==> config.mk <==
export PLATFORM = sky130hd
export DESIGN_NAME = sync_length_checksum_deframer_unit_flat
export DESIGN_NICKNAME = d
export VERILOG_FILES = /design/src/hw/rtl/slcd_pkg.sv /design/src/hw/rtl/slcd_byte_if.sv /design/src/hw/rtl/slcd_track.sv /design/src/hw/rtl/slcd_result_reg.sv /design/src/hw/rtl/sync_length_checksum_deframer_unit.sv /design/src/flat_wrapper.sv
export SDC_FILE = /design/constraint.sdc
export NUM_CORES = 1
export LEC_CHECK = 0
export BUFFER_PORTS_ARGS = -buffer_cell sky130_fd_sc_hd__clkbuf_2
export CELL_PAD_IN_SITES_DETAIL_PLACEMENT = 0
export CELL_PAD_IN_SITES_GLOBAL_PLACEMENT = 1
export CORE_MARGIN = 2
export CORE_UTILIZATION = 40
export DETAILED_ROUTE_END_ITERATION = 8
export HOLD_SLACK_MARGIN = 0.15
export PLACE_DENSITY = 0.7
export SYNTH_ARGS = -nofsm -noshare
export SYNTH_HDL_FRONTEND = slang
export SYNTH_SLANG_ARGS = --single-unit
export TNS_END_PERCENT = 1
==> constraint.sdc <==
create_clock -name clk -period 8.12 [get_ports clk]
set_input_delay 0.406 -clock clk [delete_from_list [all_inputs] [get_ports clk]]
set_output_delay 0.406 -clock clk [all_outputs]
set_load 0.1 [all_outputs]
==> src/hw/rtl/slcd_pkg.sv <==
// shared types and constants of the sync / length / checksum deframer
package slcd_pkg;

	// frame buffer size in bytes (8 to 256)
	localparam int BUFFER_BYTES = 256;

	localparam int POS_W = 9;
	localparam int COUNT_W = 32;
	localparam int SUM_W = 16;

	localparam logic [POS_W-1:0] BUF_LIMIT = POS_W'(BUFFER_BYTES);
	localparam logic [POS_W-1:0] LEN_POS = POS_W'(2);

	localparam logic [7:0] SYNC_FIRST = 8'h55;
	localparam logic [7:0] SYNC_SECOND = 8'hAA;
	localparam logic [7:0] MIN_CHECKED_LENGTH = 8'd4;

	// one result item
	typedef struct packed {
		logic byte_taken;
		logic [7:0] byte_position;
		logic frame_done;
		logic frame_good;
		logic [COUNT_W-1:0] good_frames;
		logic [COUNT_W-1:0] bad_frames;
	} result_t;

endpackage

==> src/hw/rtl/slcd_byte_if.sv <==
// channel interfaces: received bytes in, per-byte results out
interface slcd_byte_if;
	logic valid;
	logic ready;
	logic [7:0] rx_byte;

	modport source (output valid, output rx_byte, input ready);
	modport sink (input valid, input rx_byte, output ready);
	modport monitor (input valid, input rx_byte, input ready);
endinterface

interface slcd_result_if;
	logic valid;
	logic ready;
	logic byte_taken;
	logic [7:0] byte_position;
	logic frame_done;
	logic frame_good;
	logic [31:0] good_frames;
	logic [31:0] bad_frames;

	modport source (output valid, output byte_taken, output byte_position, output frame_done,
		output frame_good, output good_frames, output bad_frames, input ready);
	modport sink (input valid, input byte_taken, input byte_position, input frame_done,
		input frame_good, input good_frames, input bad_frames, output ready);
	modport monitor (input valid, input byte_taken, input byte_position, input frame_done,
		input frame_good, input good_frames, input bad_frames, input ready);
endinterface

==> src/hw/rtl/slcd_track.sv <==
// frame tracker: sync hunt, length capture, running sum, check and counters
module slcd_track (
	input logic clk,
	input logic arst_n,
	input logic step,
	input logic [7:0] rx_byte,
	output slcd_pkg::result_t result
);
	import slcd_pkg::*;

	logic in_frame_q;
	logic first_sync_q;
	logic [POS_W-1:0] wr_pos_q;
	logic [7:0] frame_len_q;
	logic [SUM_W-1:0] sum_q;
	logic [7:0] prev_byte_q;
	logic [COUNT_W-1:0] good_cnt_q;
	logic [COUNT_W-1:0] bad_cnt_q;

	logic in_frame_d;
	logic first_sync_d;
	logic [POS_W-1:0] wr_pos_d;
	logic [7:0] frame_len_d;
	logic [SUM_W-1:0] sum_d;
	logic [7:0] prev_byte_d;
	logic [COUNT_W-1:0] good_cnt_d;
	logic [COUNT_W-1:0] bad_cnt_d;

	logic [7:0] len_eff;
	logic [POS_W-1:0] pos_inc;
	logic [SUM_W-1:0] check_sum;
	logic taken;
	logic done;
	logic good;

	// length in force for this byte: the length byte itself at position two
	assign len_eff = (wr_pos_q == LEN_POS) ? rx_byte : frame_len_q;
	assign pos_inc = wr_pos_q + POS_W'(1);
	// the last two bytes leave the sum again, so the check uses the sum before them
	assign check_sum = ~(sum_q - SUM_W'(prev_byte_q));

	// next state and result for the byte in hand
	always_comb begin
		in_frame_d = in_frame_q;
		first_sync_d = first_sync_q;
		wr_pos_d = wr_pos_q;
		frame_len_d = frame_len_q;
		sum_d = sum_q;
		prev_byte_d = prev_byte_q;
		good_cnt_d = good_cnt_q;
		bad_cnt_d = bad_cnt_q;
		taken = 1'b0;
		done = 1'b0;
		good = 1'b0;
		if (in_frame_q) begin
			frame_len_d = len_eff;
			if (wr_pos_q < BUF_LIMIT) begin
				taken = 1'b1;
				sum_d = sum_q + SUM_W'(rx_byte);
				prev_byte_d = rx_byte;
				wr_pos_d = pos_inc;
				if (pos_inc >= {1'b0, len_eff} && len_eff > MIN_CHECKED_LENGTH) begin
					done = 1'b1;
					sum_d = check_sum;
					good = (check_sum == {rx_byte, prev_byte_q});
					if (good) begin
						good_cnt_d = good_cnt_q + COUNT_W'(1);
					end else begin
						bad_cnt_d = bad_cnt_q + COUNT_W'(1);
					end
					wr_pos_d = '0;
					in_frame_d = 1'b0;
					first_sync_d = 1'b0;
				end
			end else begin
				// overflow: drop the frame silently and hunt again
				wr_pos_d = '0;
				in_frame_d = 1'b0;
				first_sync_d = 1'b0;
			end
		end else begin
			if (rx_byte == SYNC_FIRST) begin
				first_sync_d = 1'b1;
			end else begin
				if (rx_byte == SYNC_SECOND && first_sync_q) begin
					in_frame_d = 1'b1;
					wr_pos_d = LEN_POS;
					sum_d = '0;
				end
				first_sync_d = 1'b0;
			end
		end
	end

	// result fields
	always_comb begin
		result.byte_taken = taken;
		result.byte_position = taken ? wr_pos_q[7:0] : 8'd0;
		result.frame_done = done;
		result.frame_good = good;
		result.good_frames = good_cnt_d;
		result.bad_frames = bad_cnt_d;
	end

	// state registers, updated per accepted transaction
	always_ff @(posedge clk or negedge arst_n) begin
		if (!arst_n) begin
			in_frame_q <= 1'b0;
			first_sync_q <= 1'b0;
			wr_pos_q <= '0;
			frame_len_q <= '0;
			sum_q <= '0;
			prev_byte_q <= '0;
			good_cnt_q <= '0;
			bad_cnt_q <= '0;
		end else if (step) begin
			in_frame_q <= in_frame_d;
			first_sync_q <= first_sync_d;
			wr_pos_q <= wr_pos_d;
			frame_len_q <= frame_len_d;
			sum_q <= sum_d;
			prev_byte_q <= prev_byte_d;
			good_cnt_q <= good_cnt_d;
			bad_cnt_q <= bad_cnt_d;
		end
	end

endmodule

==> src/hw/rtl/slcd_result_reg.sv <==
// result register: holds one result until the sink takes it
module slcd_result_reg (
	input logic clk,
	input logic arst_n,
	input logic load,
	input slcd_pkg::result_t result,
	output logic can_load,
	slcd_result_if.source res
);
	import slcd_pkg::*;

	logic valid_q;
	result_t data_q;

	// a new result may enter when the slot is empty or drains this cycle
	assign can_load = !valid_q || res.ready;

	always_ff @(posedge clk or negedge arst_n) begin
		if (!arst_n) begin
			valid_q <= 1'b0;
		end else if (can_load) begin
			valid_q <= load;
		end
	end

	always_ff @(posedge clk) begin
		if (load && can_load) begin
			data_q <= result;
		end
	end

	assign res.valid = valid_q;
	assign res.byte_taken = data_q.byte_taken;
	assign res.byte_position = data_q.byte_position;
	assign res.frame_done = data_q.frame_done;
	assign res.frame_good = data_q.frame_good;
	assign res.good_frames = data_q.good_frames;
	assign res.bad_frames = data_q.bad_frames;

endmodule

==> src/hw/rtl/sync_length_checksum_deframer_unit.sv <==
// top level of the sync / length / checksum deframer
// Takes one received byte per transaction and returns one registered result per byte in the next cycle,
// at a rate of one byte per clock: the whole per-byte update (sync hunt, length capture,
// 16-bit sum, checksum compare, 32-bit frame counters) is one level of logic in front of a
// single result register, and a new byte is taken whenever that register is empty or is
// being read. Frames start after 0x55 0xAA; the byte at position 2 is the frame length;
// stored bytes are reported with their position so the frame can be kept outside. A frame
// longer than the buffer is dropped without any flag. Counters wrap at 32 bits.
module sync_length_checksum_deframer_unit (
	input logic clk,
	input logic arst_n,
	slcd_byte_if.sink byte_ch,
	slcd_result_if.source result_ch
);
	import slcd_pkg::*;

	result_t result;
	logic can_load;
	logic step;

	assign byte_ch.ready = can_load;
	assign step = byte_ch.valid && can_load;

	// per-byte state update
	slcd_track u_track (
		.clk (clk),
		.arst_n (arst_n),
		.step (step),
		.rx_byte (byte_ch.rx_byte),
		.result (result)
	);

	// output register
	slcd_result_reg u_result_reg (
		.clk (clk),
		.arst_n (arst_n),
		.load (byte_ch.valid),
		.result (result),
		.can_load (can_load),
		.res (result_ch)
	);

endmodule

==> src/flat_wrapper.sv <==
// flat-port wrapper written by rule: the top's interface ports become plain ports
module sync_length_checksum_deframer_unit_flat import slcd_pkg::*;
  (clk, arst_n, byte_ch_valid, byte_ch_rx_byte, byte_ch_ready, result_ch_valid, result_ch_byte_taken, result_ch_byte_position, result_ch_frame_done, result_ch_frame_good, result_ch_good_frames, result_ch_bad_frames, result_ch_ready);
  slcd_byte_if byte_ch_i ();
  slcd_result_if result_ch_i ();
  input logic clk;
  input logic arst_n;
  input wire logic [$bits(byte_ch_i.valid)-1:0] byte_ch_valid;
  input wire logic [$bits(byte_ch_i.rx_byte)-1:0] byte_ch_rx_byte;
  output wire logic [$bits(byte_ch_i.ready)-1:0] byte_ch_ready;
  output wire logic [$bits(result_ch_i.valid)-1:0] result_ch_valid;
  output wire logic [$bits(result_ch_i.byte_taken)-1:0] result_ch_byte_taken;
  output wire logic [$bits(result_ch_i.byte_position)-1:0] result_ch_byte_position;
  output wire logic [$bits(result_ch_i.frame_done)-1:0] result_ch_frame_done;
  output wire logic [$bits(result_ch_i.frame_good)-1:0] result_ch_frame_good;
  output wire logic [$bits(result_ch_i.good_frames)-1:0] result_ch_good_frames;
  output wire logic [$bits(result_ch_i.bad_frames)-1:0] result_ch_bad_frames;
  input wire logic [$bits(result_ch_i.ready)-1:0] result_ch_ready;
  assign byte_ch_i.valid = byte_ch_valid;
  assign byte_ch_i.rx_byte = byte_ch_rx_byte;
  assign byte_ch_ready = byte_ch_i.ready;
  assign result_ch_valid = result_ch_i.valid;
  assign result_ch_byte_taken = result_ch_i.byte_taken;
  assign result_ch_byte_position = result_ch_i.byte_position;
  assign result_ch_frame_done = result_ch_i.frame_done;
  assign result_ch_frame_good = result_ch_i.frame_good;
  assign result_ch_good_frames = result_ch_i.good_frames;
  assign result_ch_bad_frames = result_ch_i.bad_frames;
  assign result_ch_i.ready = result_ch_ready;
  sync_length_checksum_deframer_unit u_core (.clk(clk), .arst_n(arst_n), .byte_ch(byte_ch_i), .result_ch(result_ch_i));
endmodule
==> impl_metrics.prom, run 1 <==
# TYPE chip_impl_metric gauge
chip_impl_info{name="clk_root_buffer_cell",value="sky130_fd_sc_hd__clkbuf_16"} 1
chip_impl_metric{name="place.port_buffers",unit=""} 88
chip_impl_metric{name="synth_fa_ha_area_share",unit="%"} 3.82
chip_impl_metric{name="count_of_max_cap_constraint_violations",unit=""} 0
chip_impl_metric{name="floorplan.die_area",unit="µm²"} 26900
chip_impl_metric{name="drtAntennaViolNets",unit=""} 0
chip_impl_metric{name="power.leakage",unit="nW"} 5.11
chip_impl_metric{name="synth-compound-area-share",unit="%"} 8.02
chip_impl_metric{name="final-hold-violation-count",unit=""} 0
chip_impl_metric{name="worst_setup_hold_path_clk_slew",unit="ps"} 70
chip_impl_metric{name="chipWidth",unit="µm"} 164
chip_impl_metric{name="setup_violations",unit=""} 0
chip_impl_info{name="path_cells",value="inv_1 > ha_1 > nor4b_1 > nand2_1 > mux2i_1 > ha_1 > and3_1 > a221o_1 > a31oi_1 > a31oi_2 > buf_4 > nand2_1 > buf_4 > inv_1 > nand2b_1 > mux2_2"} 1
chip_impl_metric{name="worst_slack",unit="ps"} 3170
chip_impl_info{name="crit_path_end_kind",value="register"} 1
chip_impl_metric{name="grt_start_max_net_pins",unit=""} 87
chip_impl_metric{name="finalWirelength",unit="µm"} 23000
chip_impl_metric{name="row_count",unit=""} 58
chip_impl_metric{name="syn2layout_area_growth",unit="%"} 12.5
chip_impl_info{name="classification_of_the_worst_setup_path",value="register to register"} 1
chip_impl_metric{name="postSynthNetCount",unit=""} 1064
chip_impl_metric{name="synth-seq-area-share",unit="%"} 48.4
chip_impl_metric{name="final_standard_cell_area_without_fillers",unit="µm²"} 11500
chip_impl_metric{name="crit_path_max_incr_delay",unit="ps"} 550
chip_impl_info{name="critPathSlowestCell",value="sky130_fd_sc_hd__inv_1"} 1
chip_impl_metric{name="worst_path_required",unit="ps"} 8300
chip_impl_metric{name="post-dp-hpwl",unit="µm"} 15700
chip_impl_metric{name="synth.avg_cell_area",unit="µm²"} 10.0
chip_impl_metric{name="design.core.area",unit="µm²"} 25200
chip_impl_metric{name="min_period",unit="ps"} 4950
chip_impl_metric{name="gr-total-overflow",unit=""} 0
chip_impl_info{name="rsz0062_at_grt",value="false"} 1
chip_impl_metric{name="maxSlewHeadroom",unit="%"} 31.3
chip_impl_metric{name="first_iter_violations",unit=""} 518
chip_impl_metric{name="synth_xor_area_share",unit="%"} 13.4
chip_impl_metric{name="post_synth_instance_area",unit="µm²"} 10200
chip_impl_info{name="synth_top_flop_cell",value="sky130_fd_sc_hd__dfrtp_1"} 1
chip_impl_metric{name="synth_cell_types",unit=""} 61
chip_impl_info{name="cp-start-kind",value="register"} 1
chip_impl_metric{name="worst_pin_slew",unit="ps"} 1030
chip_impl_metric{name="skew_pair_late_insertion_delay",unit="ps"} 430
chip_impl_metric{name="fin_worst_hold_slack",unit="ps"} 190
chip_impl_metric{name="clock.fmax",unit="MHz"} 202
chip_impl_metric{name="design.portCount",unit=""} 89
chip_impl_metric{name="gr-usage-all-layers",unit="%"} 17.8
chip_impl_metric{name="first_pass_iters",unit=""} 6
chip_impl_metric{name="finalNetCount",unit=""} 1124
chip_impl_metric{name="synthCells",unit=""} 1022
chip_impl_metric{name="yosys_warnings",unit=""} 0
chip_impl_metric{name="start_util",unit="%"} 40.6
chip_impl_metric{name="post_cts_resize_count",unit=""} 0
chip_impl_metric{name="grt_pass1_vias",unit=""} 7132
chip_impl_metric{name="count_of_flip_flops_with_a_built_in_enable_after_synthesis",unit=""} 75
chip_impl_info{name="cts_tree",value="yes"} 1
chip_impl_metric{name="number_of_synthesized_register_bits",unit=""} 183
chip_impl_metric{name="cts-htree-levels",unit=""} 4
chip_impl_metric{name="n_antenna_cell",unit=""} 0
chip_impl_metric{name="skew",unit="ps"} 14.9
chip_impl_info{name="hp-class",value="input pin to register"} 1
chip_impl_metric{name="synthMuxAreaShare",unit="%"} 2.05
chip_impl_metric{name="drcViolationCount",unit=""} 0
chip_impl_metric{name="cts_made_buffers",unit=""} 17
chip_impl_metric{name="worst_ep_arrival_time",unit="ps"} 5130
chip_impl_info{name="combinational_family_with_the_most_area_after_synthesis",value="simple AND/OR/NAND/NOR gates"} 1
chip_impl_metric{name="power_density",unit="nW/µm²"} 179
chip_impl_info{name="status",value="completed"} 1
chip_impl_metric{name="final_max_slew_viol_count",unit=""} 0
chip_impl_metric{name="pre_cts_slack",unit="ps"} 3150
chip_impl_metric{name="postPlaceCellArea",unit="µm²"} 10900
chip_impl_metric{name="min_period_over_period",unit="%"} 60.9
chip_impl_metric{name="cts_setup_buffers",unit=""} 0
chip_impl_metric{name="detail_route.vias_per_cell",unit=""} 5.34
chip_impl_metric{name="tns",unit="ps"} 0
chip_impl_metric{name="numClockSinks",unit=""} 183
chip_impl_metric{name="die-height",unit="µm"} 164
chip_impl_metric{name="final_util",unit="%"} 45.7
chip_impl_metric{name="critical_path.max_fanout",unit=""} 34
chip_impl_metric{name="layout-drive-gt1-share",unit="%"} 13.4
chip_impl_metric{name="grt_antenna_before_repair",unit=""} 0
chip_impl_metric{name="routed_wire_length_per_instance",unit="µm"} 16.1
chip_impl_metric{name="vias",unit=""} 7604
chip_impl_metric{name="maximum_clock_path_buffer_count",unit=""} 2
chip_impl_metric{name="place.gp.congestion",unit=""} 0.834
chip_impl_metric{name="post_synth_and_or_nand_nor_area_fraction",unit="%"} 20.9
chip_impl_metric{name="power.ir.vdd_worst",unit="mV"} 0.107
chip_impl_metric{name="cts_hold_repair.buffers",unit=""} 1
chip_impl_metric{name="grt_pass1_wl",unit="µm"} 38000
chip_impl_metric{name="postSynth.asyncResetShare",unit="%"} 59.0
synth_stat cells, drive strengths merged, types with 3 or more instances:
| master | n | area (µm²) |
|---|---|---|
| and2 | 11 | 68.8 |
| o211ai | 4 | 30.0 |
| or2 | 9 | 56.3 |
| buf | 20 | 109 |
| a211oi | 3 | 27.5 |
| mux2 | 8 | 90.1 |
| o21ai | 43 | 215 |
| nor2b | 7 | 43.8 |
| clkbuf | 38 | 143 |
| nand2 | 75 | 282 |
| a31oi | 8 | 50.1 |
| and3 | 28 | 175 |
| dfrtp | 108 | 2700 |
| a21oi | 30 | 150 |
| nand3 | 95 | 475 |
| edfxtp | 75 | 2250 |
| a21o | 9 | 67.6 |
| or4 | 4 | 30.0 |
| xor2 | 70 | 613 |
| xnor2 | 86 | 753 |
| mux2i | 12 | 120 |
| or3 | 12 | 75.1 |
| o31ai | 4 | 30.0 |
| nor3 | 64 | 320 |
| nor4 | 19 | 134 |
| nor2 | 54 | 203 |
| and4 | 4 | 35.0 |
| o21a | 4 | 30.0 |
| inv | 27 | 101 |
| nand2b | 14 | 87.6 |
| nor3b | 4 | 30.0 |
| a2111oi | 3 | 26.3 |
| nand4 | 11 | 68.8 |
| ha | 28 | 350 |
worst paths after layout:
| kind | from | end | slack [ps] | cells after the start |
|---|---|---|---|---|
| min in group asynchronous | arst_n | u_core.u_track.good_cnt_q[23] | 550 | 2 |
| worst max register to register | u_core.u_track.wr_pos_q[0] | u_core.u_result_reg.res.bad_frames[1] | 3170 | 16 |
| max in group asynchronous | arst_n | u_core.u_track.prev_byte_q[7] | 6260 | 3 |
| worst max-delay path | u_core.u_track.wr_pos_q[0] | u_core.u_result_reg.res.bad_frames[1] | 3170 | 16 |
| worst min-delay path | byte_ch_valid | u_core.u_result_reg.res.valid | 190 | 2 |
| worst min register to register | u_core.u_track.first_sync_q | u_core.u_track.first_sync_q | 490 | 2 |
placed cells by master (no fill, tap or decap), drive strengths merged, types with 28 or more instances in the layout:
cell type  count
dfrtp        108
clkbuf       105
nand3         95
xnor2         86
nand2         75
edfxtp        75
xor2          70
nor3          64
nor2          54
o21ai         43
inv           34
a21oi         30
and3          28
ha            28
registers in the layout, indices dropped and copies added (netlist names):
signal,flops
u_core.u_result_reg.res.bad_frames,32
u_core.u_result_reg.res.good_frames,32
u_core.u_track.bad_cnt_q,32
u_core.u_track.good_cnt_q,32
u_core.u_track.sum_q,16
u_core.u_track.wr_pos_q,9
u_core.u_result_reg.res.byte_position,8
u_core.u_track.frame_len_q,8
u_core.u_track.prev_byte_q,8
u_core.u_result_reg.res.byte_taken,1
u_core.u_result_reg.res.frame_done,1
u_core.u_result_reg.res.frame_good,1
u_core.u_result_reg.res.valid,1
u_core.u_track.first_sync_q,1
u_core.u_track.in_frame_q,1
layout make-up:
type | count | area [µm²]
clock buffers | 18 | 429
clock inverters | 14 | 151
fillers | 2412 | 13700
inverters | 27 | 103
multi-input cells | 754 | 4930
flip-flops and latches | 183 | 4950
well taps | 330 | 413
repair buffers | 99 | 528
report_power, final:
part / leakage [nW] / switching (mW) / internal [mW] / total (mW)
logic: 2.61 / 0.197 / 0.0505 / 0.248
clock network: 0.282 / 0.405 / 0.413 / 0.818
registers: 2.21 / 0.00808 / 0.982 / 0.990
total: 5.11 / 0.610 / 1.45 / 2.06
logic make-up (layout without fill, tap and decap cells):
kind of cell	after synthesis	after routing
multiplexers	20	20
XOR/XNOR	156	156
AND/OR/NAND/NOR	417	417
buffers and inverters	85	158
adder cells (fa/ha/maj)	30	30
flip-flops	183	183
AO/OA/AOI/OAI	131	131
routing by layer:
layer | track usage (%) | vias up | share of wire [%]
li1 | - | 3761 | -
met1 | 25.8 | 3681 | 49
met2 | 28.1 | 145 | 47
met3 | 3.08 | 17 | 3.5
met4 | 3.79 | 0 | 0.82
met5 | 0 | - | 0
worst max-delay path, delay by kind of cell, from the launching register on:
| family | cells | cell delay [ps] |
|---|---|---|
| AO/OA/AOI/OAI | 3 | 590 |
| adder cells (fa/ha/maj) | 2 | 430 |
| buffers and inverters | 4 | 1260 |
| flip-flops | 1 | 450 |
| multiplexers | 2 | 700 |
| AND/OR/NAND/NOR | 5 | 1240 |
through the flow:
stage / std cells / power [mW]
4_1_cts: 1425 / 2.09
6_report: 1425 / 2.06
5_1_grt: 1425 / 2.14
3_5_place_dp: 1392 / 1.26
2_1_floorplan: 1022 / 1.20
3_3_place_gp: 1392 / 1.26
Power figures use the tool's default switching activity.
==> run 2: changes to the inputs <==
Settings changed: PLACE_DENSITY 0.7 to 0.72.
Clock period 8.12 ns to 4.05 ns, I/O delays scaled along.
==> run 2 against run 1 <==
- first-iteration DRC count fell by 6.6%
- global-route usage fell by 0.24 points
- utilization increased by 1.2 points
- cell count increased by 1.5%
- register-to-register slack worse by 2900 ps
- setup slack lost 2900 ps
- fmax increased by 31%
- clock skew rose by 1.2 ps
- die area stayed put
- critical path depth shrank 4
- critical endpoint is now u_core.u_result_reg.res.good_frames[7]
- largest cell class unchanged
==> impl_metrics.prom, run 2 (synthesis results as in run 1) <==
# TYPE chip_impl_metric gauge
chip_impl_metric{name="first_pass_iters",unit=""} 6
chip_impl_metric{name="layout-drive-gt1-share",unit="%"} 15.0
chip_impl_metric{name="internal_power",unit="mW"} 2.98
chip_impl_metric{name="clock.fmax",unit="MHz"} 265
chip_impl_info{name="path_cells",value="ha_1 > or2_2 > o31a_1 > a211oi_1 > o2bb2ai_1 > nor4_1 > nand4_1 > nor4_4 > buf_12 > buf_4 > nand3_1 > xnor2_1"} 1
chip_impl_metric{name="first_iter_violations",unit=""} 484
chip_impl_metric{name="routed_wire_length_per_instance",unit="µm"} 15.8
chip_impl_metric{name="n_antenna_cell",unit=""} 0
chip_impl_metric{name="numClockSinks",unit=""} 183
chip_impl_metric{name="power.ir.vdd_worst",unit="mV"} 0.227
chip_impl_info{name="critPathSlowestCell",value="sky130_fd_sc_hd__a211oi_1"} 1
chip_impl_metric{name="worst_path_required",unit="ps"} 4210
chip_impl_metric{name="worst_ep_arrival_time",unit="ps"} 3940
chip_impl_metric{name="final-hold-violation-count",unit=""} 0
chip_impl_metric{name="min_period_over_period",unit="%"} 93.2
chip_impl_info{name="most-common-layout-cells",value="sky130_fd_sc_hd__dfrtp_1 (108), sky130_fd_sc_hd__nand3_1 (95), sky130_fd_sc_hd__clkbuf_2 (87), sky130_fd_sc_hd__xnor2_1 (86), sky130_fd_sc_hd__edfxtp_1 (75)"} 1
chip_impl_metric{name="gr-usage-all-layers",unit="%"} 17.6
chip_impl_metric{name="design.portCount",unit=""} 89
chip_impl_metric{name="final_max_slew_viol_count",unit=""} 0
chip_impl_metric{name="power.share.sequential",unit="%"} 46.9
chip_impl_metric{name="gr-total-overflow",unit=""} 0
chip_impl_metric{name="vias",unit=""} 7669
chip_impl_metric{name="share_clk_of_total_power",unit="%"} 41.1
chip_impl_metric{name="crit_path_max_incr_delay",unit="ps"} 510
chip_impl_metric{name="row_count",unit=""} 58
chip_impl_metric{name="place.gp.congestion",unit=""} 0.867
chip_impl_metric{name="worst_setup_hold_path_clk_slew",unit="ps"} 80
chip_impl_metric{name="power.leakage",unit="nW"} 5.25
chip_impl_metric{name="grt_start_max_net_pins",unit=""} 109
chip_impl_metric{name="syn2layout_area_growth",unit="%"} 15.4
chip_impl_metric{name="cts-htree-levels",unit=""} 4
chip_impl_metric{name="design.core.area",unit="µm²"} 25200
chip_impl_info{name="crit_family",value="simple AND/OR/NAND/NOR gates"} 1
chip_impl_info{name="mostFrequentLayoutCell",value="sky130_fd_sc_hd__dfrtp_1"} 1
chip_impl_info{name="classification_of_the_worst_setup_path",value="register to register"} 1
chip_impl_metric{name="drtAntennaViolNets",unit=""} 0
chip_impl_info{name="crit_path_end_kind",value="register"} 1
chip_impl_metric{name="skew_pair_late_insertion_delay",unit="ps"} 430
chip_impl_metric{name="cts_made_buffers",unit=""} 17
chip_impl_metric{name="switchingPower",unit="mW"} 1.24
chip_impl_metric{name="detail_route.vias_per_cell",unit=""} 5.30
chip_impl_info{name="status",value="completed"} 1
chip_impl_metric{name="place.port_buffers",unit=""} 88
chip_impl_metric{name="drcViolationCount",unit=""} 0
chip_impl_info{name="clk_root_buffer_cell",value="sky130_fd_sc_hd__clkbuf_16"} 1
chip_impl_metric{name="floorplan.die_area",unit="µm²"} 26900
chip_impl_metric{name="power.share.combinational",unit="%"} 12.0
chip_impl_metric{name="power_density",unit="nW/µm²"} 358
chip_impl_metric{name="skew",unit="ps"} 16.1
chip_impl_metric{name="finalWirelength",unit="µm"} 22800
chip_impl_metric{name="grt_antenna_before_repair",unit=""} 0
chip_impl_metric{name="setup_violations",unit=""} 0
chip_impl_metric{name="critical_path.max_fanout",unit=""} 21
chip_impl_info{name="rsz0062_at_grt",value="false"} 1
chip_impl_metric{name="min_period",unit="ps"} 3780
chip_impl_metric{name="start_util",unit="%"} 40.6
chip_impl_metric{name="grt_pass1_wl",unit="µm"} 37700
chip_impl_metric{name="power_switching_share",unit="%"} 29.4
chip_impl_info{name="cts_tree",value="yes"} 1
chip_impl_metric{name="post-dp-hpwl",unit="µm"} 15600
chip_impl_metric{name="totalPowerFinal",unit="mW"} 4.22
chip_impl_metric{name="finalNetCount",unit=""} 1146
chip_impl_info{name="cp-start-kind",value="register"} 1
chip_impl_metric{name="maximum_clock_path_buffer_count",unit=""} 2
chip_impl_metric{name="crit_buf_inv",unit=""} 2
chip_impl_metric{name="worst_pin_slew",unit="ps"} 1010
chip_impl_info{name="hp-class",value="input pin to register"} 1
chip_impl_metric{name="count_of_max_cap_constraint_violations",unit=""} 0
chip_impl_metric{name="chipWidth",unit="µm"} 164
chip_impl_metric{name="die-height",unit="µm"} 164
chip_impl_metric{name="maxSlewHeadroom",unit="%"} 32.9
chip_impl_metric{name="tns",unit="ps"} 0
chip_impl_metric{name="grt_pass1_vias",unit=""} 7277
chip_impl_metric{name="number_of_fillers_in_the_final_layout",unit=""} 2414
run 2: changes by cell type in the layout (fill, tap and decap cells not counted), sizes merged:
cell,change
bufinv,+1
clkinv,-1
clkinvlp,+1
clkbuf,-1
dlygate4sd3,+5
buf,+17
run 2: cell type report:
cell class	instances	area, µm²	area share (%)
Timing Repair Buffer	121	772	6.54
Multi-Input combinational cell	754	4940	41.8
Tap cell	330	413	3.50
Inverter	27	105	0.890
Clock buffer	17	425	3.60
Sequential cell	183	4950	41.9
Clock inverter	15	201	1.71
run 2: repair_timing:
action	4_1_cts	5_1_grt
gates resized for setup	0	3
endpoints found under the hold margin	112	0
hold buffers	6	0
buffers inserted	0	0
setup endpoints to repair	0	115
run 2: worst paths after layout:
| kind | cells after the start | slack (ps) | startpoint | end |
|---|---|---|---|---|
| min reg2reg | 1 | 490 | u_core.u_track.bad_cnt_q[31] | u_core.u_track.bad_cnt_q[31] |
| max reg2reg | 12 | 270 | u_core.u_track.sum_q[2] | u_core.u_result_reg.res.good_frames[7] |
| max in group asynchronous | 3 | 3180 | arst_n | u_core.u_track.bad_cnt_q[31] |
| min | 3 | 170 | byte_ch_rx_byte[3] | u_core.u_track.prev_byte_q[3] |
| min in group asynchronous | 3 | 370 | arst_n | u_core.u_track.good_cnt_q[23] |
| max | 12 | 270 | u_core.u_track.sum_q[2] | u_core.u_result_reg.res.good_frames[7] |
run 2: power by group through the flow:
stage          Sequential, mW  Clock [mW]  Combinational [mW]
2_1_floorplan            2.24           0               0.169
6_report                 1.98        1.74               0.505
3_5_place_dp             2.02           0               0.502
3_3_place_gp             2.02           0               0.499
4_1_cts                  1.98        1.80               0.507
5_1_grt                  1.99        1.87               0.539
run 2: worst register-to-register path, stage by stage, from the launching register on:
cell                        delay [ps]
sky130_fd_sc_hd__dfrtp_1           420
sky130_fd_sc_hd__ha_1              360
sky130_fd_sc_hd__or2_2             290
sky130_fd_sc_hd__o31a_1            130
sky130_fd_sc_hd__a211oi_1          510
sky130_fd_sc_hd__o2bb2ai_1         140
sky130_fd_sc_hd__nor4_1            480
sky130_fd_sc_hd__nand4_1           240
sky130_fd_sc_hd__nor4_4            240
sky130_fd_sc_hd__buf_12            210
sky130_fd_sc_hd__buf_4             200
sky130_fd_sc_hd__nand3_1           110
sky130_fd_sc_hd__xnor2_1           180
run 2: metrics by stage:
step                      cells  setup slack (ps)  util, %  hold WS (ps)  cell area [µm²]
after floorplan            1022               170        -         -93.1            10200
after global placement     1409               193     44.1           349            11100
after detailed placement   1409               191     44.1           344            11100
after CTS                  1447               150     46.9           157            11800
after global routing       1447              10.5     46.9           193            11800
final                      1447               274     46.9           174            11800
run 2: per-layer routing:
layer  global-route usage [%]  wire length [µm]
met4                     3.75               214
met2                     28.3             10600
met3                     2.95               875
met1                     25.1             11100
met5                        0                 0
